==> config.mk <==
export PLATFORM = sky130hd
export DESIGN_NAME = khash_fill_mem
export DESIGN_NICKNAME = d
export VERILOG_FILES = /design/src/khash_pkg.sv /design/src/khash_fill_mem.sv
export SDC_FILE = /design/constraint.sdc
export NUM_CORES = 2
export LEC_CHECK = 0
export ABC_AREA = 1
export BUFFER_PORTS_ARGS = -buffer_cell sky130_fd_sc_hd__buf_2
export CORE_MARGIN = 2
export CORE_UTILIZATION = 35
export DETAILED_ROUTE_END_ITERATION = 10
export PLACE_DENSITY_LB_ADDON = 0.15
export RECOVER_POWER = 25
export SLEW_MARGIN = 25
export SYNTH_ARGS = -nofsm -noshare
export SYNTH_HDL_FRONTEND = slang
export SYNTH_SLANG_ARGS = --single-unit
==> constraint.sdc <==
create_clock -name clk -period 37.4 [get_ports clk]
set_input_delay 7.48 -clock clk [delete_from_list [all_inputs] [get_ports clk]]
set_output_delay 7.48 -clock clk [all_outputs]
set_load 0.005 [all_outputs]
==> src/khash_pkg.sv <==
// Shared constants, types and the bucket hash of the k-mer count table.
package khash_pkg;

	// Bucket count must be a power of two no larger than 65536.
	localparam int BUCKETS  = 1024;
	localparam int WAYS     = 8;
	localparam int BUCKET_W = $clog2(BUCKETS);
	localparam int WAY_W    = (WAYS > 1) ? $clog2(WAYS) : 1;
	localparam int FILL_W   = $clog2(WAYS + 1);
	localparam int TOTAL_W  = 14;
	localparam int KEY_W    = 64;
	localparam int COUNT_W  = 32;

	localparam logic CMD_PUT = 1'b0;
	localparam logic CMD_GET = 1'b1;

	typedef logic [BUCKET_W-1:0] bucket_t;
	typedef logic [WAY_W-1:0]    way_t;
	typedef logic [FILL_W-1:0]   fill_t;
	typedef logic [TOTAL_W-1:0]  total_t;
	typedef logic [KEY_W-1:0]    key_t;
	typedef logic [COUNT_W-1:0]  count_t;

	typedef struct packed {
		logic    key_en;
		logic    count_en;
		bucket_t addr;
		way_t    way;
		key_t    key;
		count_t  count;
	} row_wr_t;

	typedef struct packed {
		logic    en;
		bucket_t addr;
		fill_t   data;
	} fill_wr_t;

	function automatic bucket_t bucket_of(input key_t k);
		logic [31:0] f32;
		logic [15:0] f16;
		f32 = k[31:0] ^ k[63:32];
		f16 = f32[15:0] ^ f32[31:16];
		return f16[BUCKET_W-1:0];
	endfunction

endpackage

==> src/khash_fill_mem.sv <==
// Per-bucket fill memory with a clearing sweep after reset.
module khash_fill_mem (
	input  logic                 clk,
	input  logic                 arst_n,
	input  logic                 rd_en,
	input  khash_pkg::bucket_t   rd_addr,
	input  khash_pkg::fill_wr_t  wr,
	output khash_pkg::fill_t     rd_data,
	output logic                 clearing
);

	khash_pkg::fill_t   fill_mem [khash_pkg::BUCKETS];
	khash_pkg::bucket_t clr_addr_q;
	logic               clearing_q;

	always_ff @(posedge clk or negedge arst_n) begin
		if (!arst_n) begin
			clr_addr_q <= '0;
			clearing_q <= 1'b1;
		end else if (clearing_q) begin
			clr_addr_q <= clr_addr_q + 1'b1;
			if (clr_addr_q == khash_pkg::BUCKET_W'(khash_pkg::BUCKETS - 1)) begin
				clearing_q <= 1'b0;
			end
		end
	end

	always_ff @(posedge clk) begin
		if (clearing_q) begin
			fill_mem[clr_addr_q] <= '0;
		end else if (wr.en) begin
			fill_mem[wr.addr] <= wr.data;
		end
	end

	always_ff @(posedge clk) begin
		if (rd_en) begin
			rd_data <= fill_mem[rd_addr];
		end
	end

	assign clearing = clearing_q;

endmodule
==> out/qor.yml <==
outcome: "finished with violations"
violations: "max-capacitance violations, max-slew violations"
yosysTopAreaCell: "edfxtp_1"
syn_inst: 14676
ios: 33
tritoncts: "yes"
numCtsBuffers: 449
place_area_sq_um: 175000
setup_ws_ns: 18.34
endpoint: "fill_mem[329][1]"
grt_pass1_vias: 110691
startpoint_type: "input port"
num_vias: 110512
cp_num_cells: 8
post-route-util_pct: 39.2
yosysUniqueCellTypes: 29
synth_xor_area_share_pct: 0.0362
hold_class: "flip-flop to flip-flop"
routed_via_density: 5.23
synth_top_family_by_area: "simple AND/OR/NAND/NOR gates"
synth_compound_area_share_pct: 0.0584
synthToLayoutAreaGrowth_pct: 11.6
slew_headroom_pct: -499
m1WireLength_microns: 240000
first_pass_iters: 6
drcViolationCount: 0
yosys_warnings: 0
synthAdderAreaFrac_pct: 0.00740
worst_slew_pin_slew_ns: 8.99
drv_slew: 2459
final_hold_viol_count: 0
antenna_found_initial: 40
pwr-share-clk_pct: 43.3
timing.rr.start: "clearing"
fin_skew_ns: 0.0393
arrival_ns: 19.75
max_freq_mhz: 52.5
cpPeakStageDelay_ns: 6.22
drt-initial-drc-count: 10475
num_rows: 255
critPathRequiredTime_ns: 38.09
hold-worst-slack_ns: 0.492
setup_tns_ns: 0
comb_power_share_pct: 5.5
critical_path.max_fanout: 161
hold_path_startpoint: "clr_addr_q[0]"
p_per_area_nw_per_um2: 52.5
cts-root-buf: "clkbuf_16"
criticalPathCategory: "input port to flip-flop"
ys.flop_type: "edfxtp_1"
synth_area_leaders: "edfxtp_1 73%, nand3_1 12%, nand2_1 9.3%"
place_congestion: 0.805
clock_latency_ns: 1.01
r2r_end: "fill_mem[329][1]"
ant_nets: 0
wl_per_cell_microns: 25.4
async_flop_share_pct: 0.268
place_inst: 20277
fin_nets: 14333
path_cells: "clkbuf_1 > nand2_1 > nor2_4 > clkbuf_1 > clkbuf_1 > buf_4 > buf_4 > buf_4"
crit_path_start: "wr[14]"
fin_crit_ns: 19.06
port_buffers: 32
stdcell_area_sq_um: 189000
syn_area_per_cell_sq_um: 11.5
die_width_microns: 699
yosysSeqAreaShare_pct: 72.9
rrSetupSlack_ns: 24.39
synth_edf_count: 4100
grt_pass1_wl_microns: 780000
core-area_sq_um: 482000
wl_met3_microns: 28700
track_usage_pct: 21.5
start_util_pct: 35.1
wl_met2_microns: 254000
slowest_stage: "clkbuf_1"
p_seq_share_pct: 51.2
die_y_microns: 699
max_cap_violations: 45
fin_cells: 21120
drive_gt1_share_pct: 6.17
dp_slack_ns: 23.21
p_int_mw: 7.61
synth_mux_area_share_pct: 0
ff2ff_path_depth: 8
yosys.area_share.simple_pct: 23.9
hold_buffers: 0
netlist_area_sq_um: 169000
synth.top_cell.area_share_pct: 72.8
layout_commonest_cell: "nand2_1"
switchingPower_mw: 2.31
worst-path-buf-inv: 6
period_share_pct: 51.0
syn_nets: 14705
hpwlAfterDp_microns: 295000
ys_ff_latch: 4111
grt-ovfl-total: 0
p_sw_share_pct: 23.3
crit_family: "buffers and inverters"
cts_buffer_depth: 4
rsz0062_at_grt: "no"
post_cts_buffers: 0
cts.sinks: 4111
total_power_mw: 9.92
top_layer_used: "met5"
layout_common_cells: "4,174 x nand2_1, 4,100 x edfxtp_1, 4,086 x nand3_1, 1,035 x nor2_1, 454 x clkbuf_16"
clk_pin_slew_ns: 0.06
die_area_sq_um: 489000
grt_max_degree: 181
wirelength_microns: 537000
end_kind: "flip-flop"
setup_violations: 0
htreeDepth: 5
post_cts_resized: 0
p_leak_nw: 66.4
peakVddDrop_v: 0.0000385
fillers: 46480
-- layer usage --
layer  global-route usage, %  vias to the layer above
met5                       0                        -
met4                    5.83                        2
met3                    2.63                      729
met2                    35.5                     3050
met1                    30.0                    55565
li1                        -                    51166
-- cells by family (layout without fill, tap and decap cells) --
| logic type | count (synthesis) | count (layout) |
|---|---|---|
| other cells | 0 | 12 |
| compound gates | 13 | 13 |
| buf+inv | 1176 | 1183 |
| xor+xnor | 7 | 7 |
| flops | 4111 | 4111 |
| fa+ha+maj | 1 | 1 |
| simple gates | 9368 | 9368 |
-- synthesized netlist by cell type, types with 10 or more instances --
cell type and number:
dfrtp_1 10, buf_2 509, buf_4 18, nand2_1 4185
nand3_1 4097, edfxtp_1 4100, nor2_2 32, inv_2 15
nor3_1 14, nor2_1 1027, inv_1 61, buf_1 194
clkbuf_1 373
-- worst reg2reg max path, cell delays in order (launching register included) --
cell      delay (ns)
dfstp_1         0.45
inv_1           0.11
nand2_1         0.55
nor2_4          0.23
clkbuf_1        6.22
clkbuf_1        2.50
buf_4           0.91
buf_4           0.96
buf_4           0.72
-- flip-flops by register name (all words and copies together) (netlist names) --
| signal | flops |
|---|---|
| fill_mem | 4096 |
| clearing | 1 |
| clr_addr_q | 10 |
| rd_data | 4 |
-- power groups by stage --
| stage | Clock (mW) | Combinational, mW | Sequential (mW) |
|---|---|---|---|
| finish | 4.29 | 0.550 | 5.08 |
| global route | 4.54 | 0.595 | 5.08 |
| CTS | 4.37 | 0.558 | 5.07 |
| detailed placement | 0 | 0.558 | 5.17 |
| global placement | 0 | 0.559 | 5.17 |
| floorplan | 0 | 0.319 | 5.26 |
-- area by class of cell --
class | instances | area, sq um | area share, %
clock inverters | 269 | 2250 | 1.19
diodes | 12 | 30.0 | 0.0159
flip-flops and latches | 4111 | 123000 | 65.4
clock buffers | 561 | 11800 | 6.23
inverters | 76 | 325 | 0.172
repair buffers | 277 | 2130 | 1.13
well taps | 6425 | 8040 | 4.26
multi-input cells | 9389 | 40900 | 21.6
-- worst min path at each step --
stage | depth (start not counted) | to | slack [ns]
after global placement | 1 | clr_addr_q[0] | 0.50
final | 1 | clr_addr_q[0] | 0.49
after floorplan | 1 | clr_addr_q[0] | 0.47
after detailed placement | 1 | clr_addr_q[0] | 0.49
after CTS | 1 | clr_addr_q[0] | 0.50
after global routing | 1 | clr_addr_q[0] | 0.55
(Power assumes the default switching activity.)
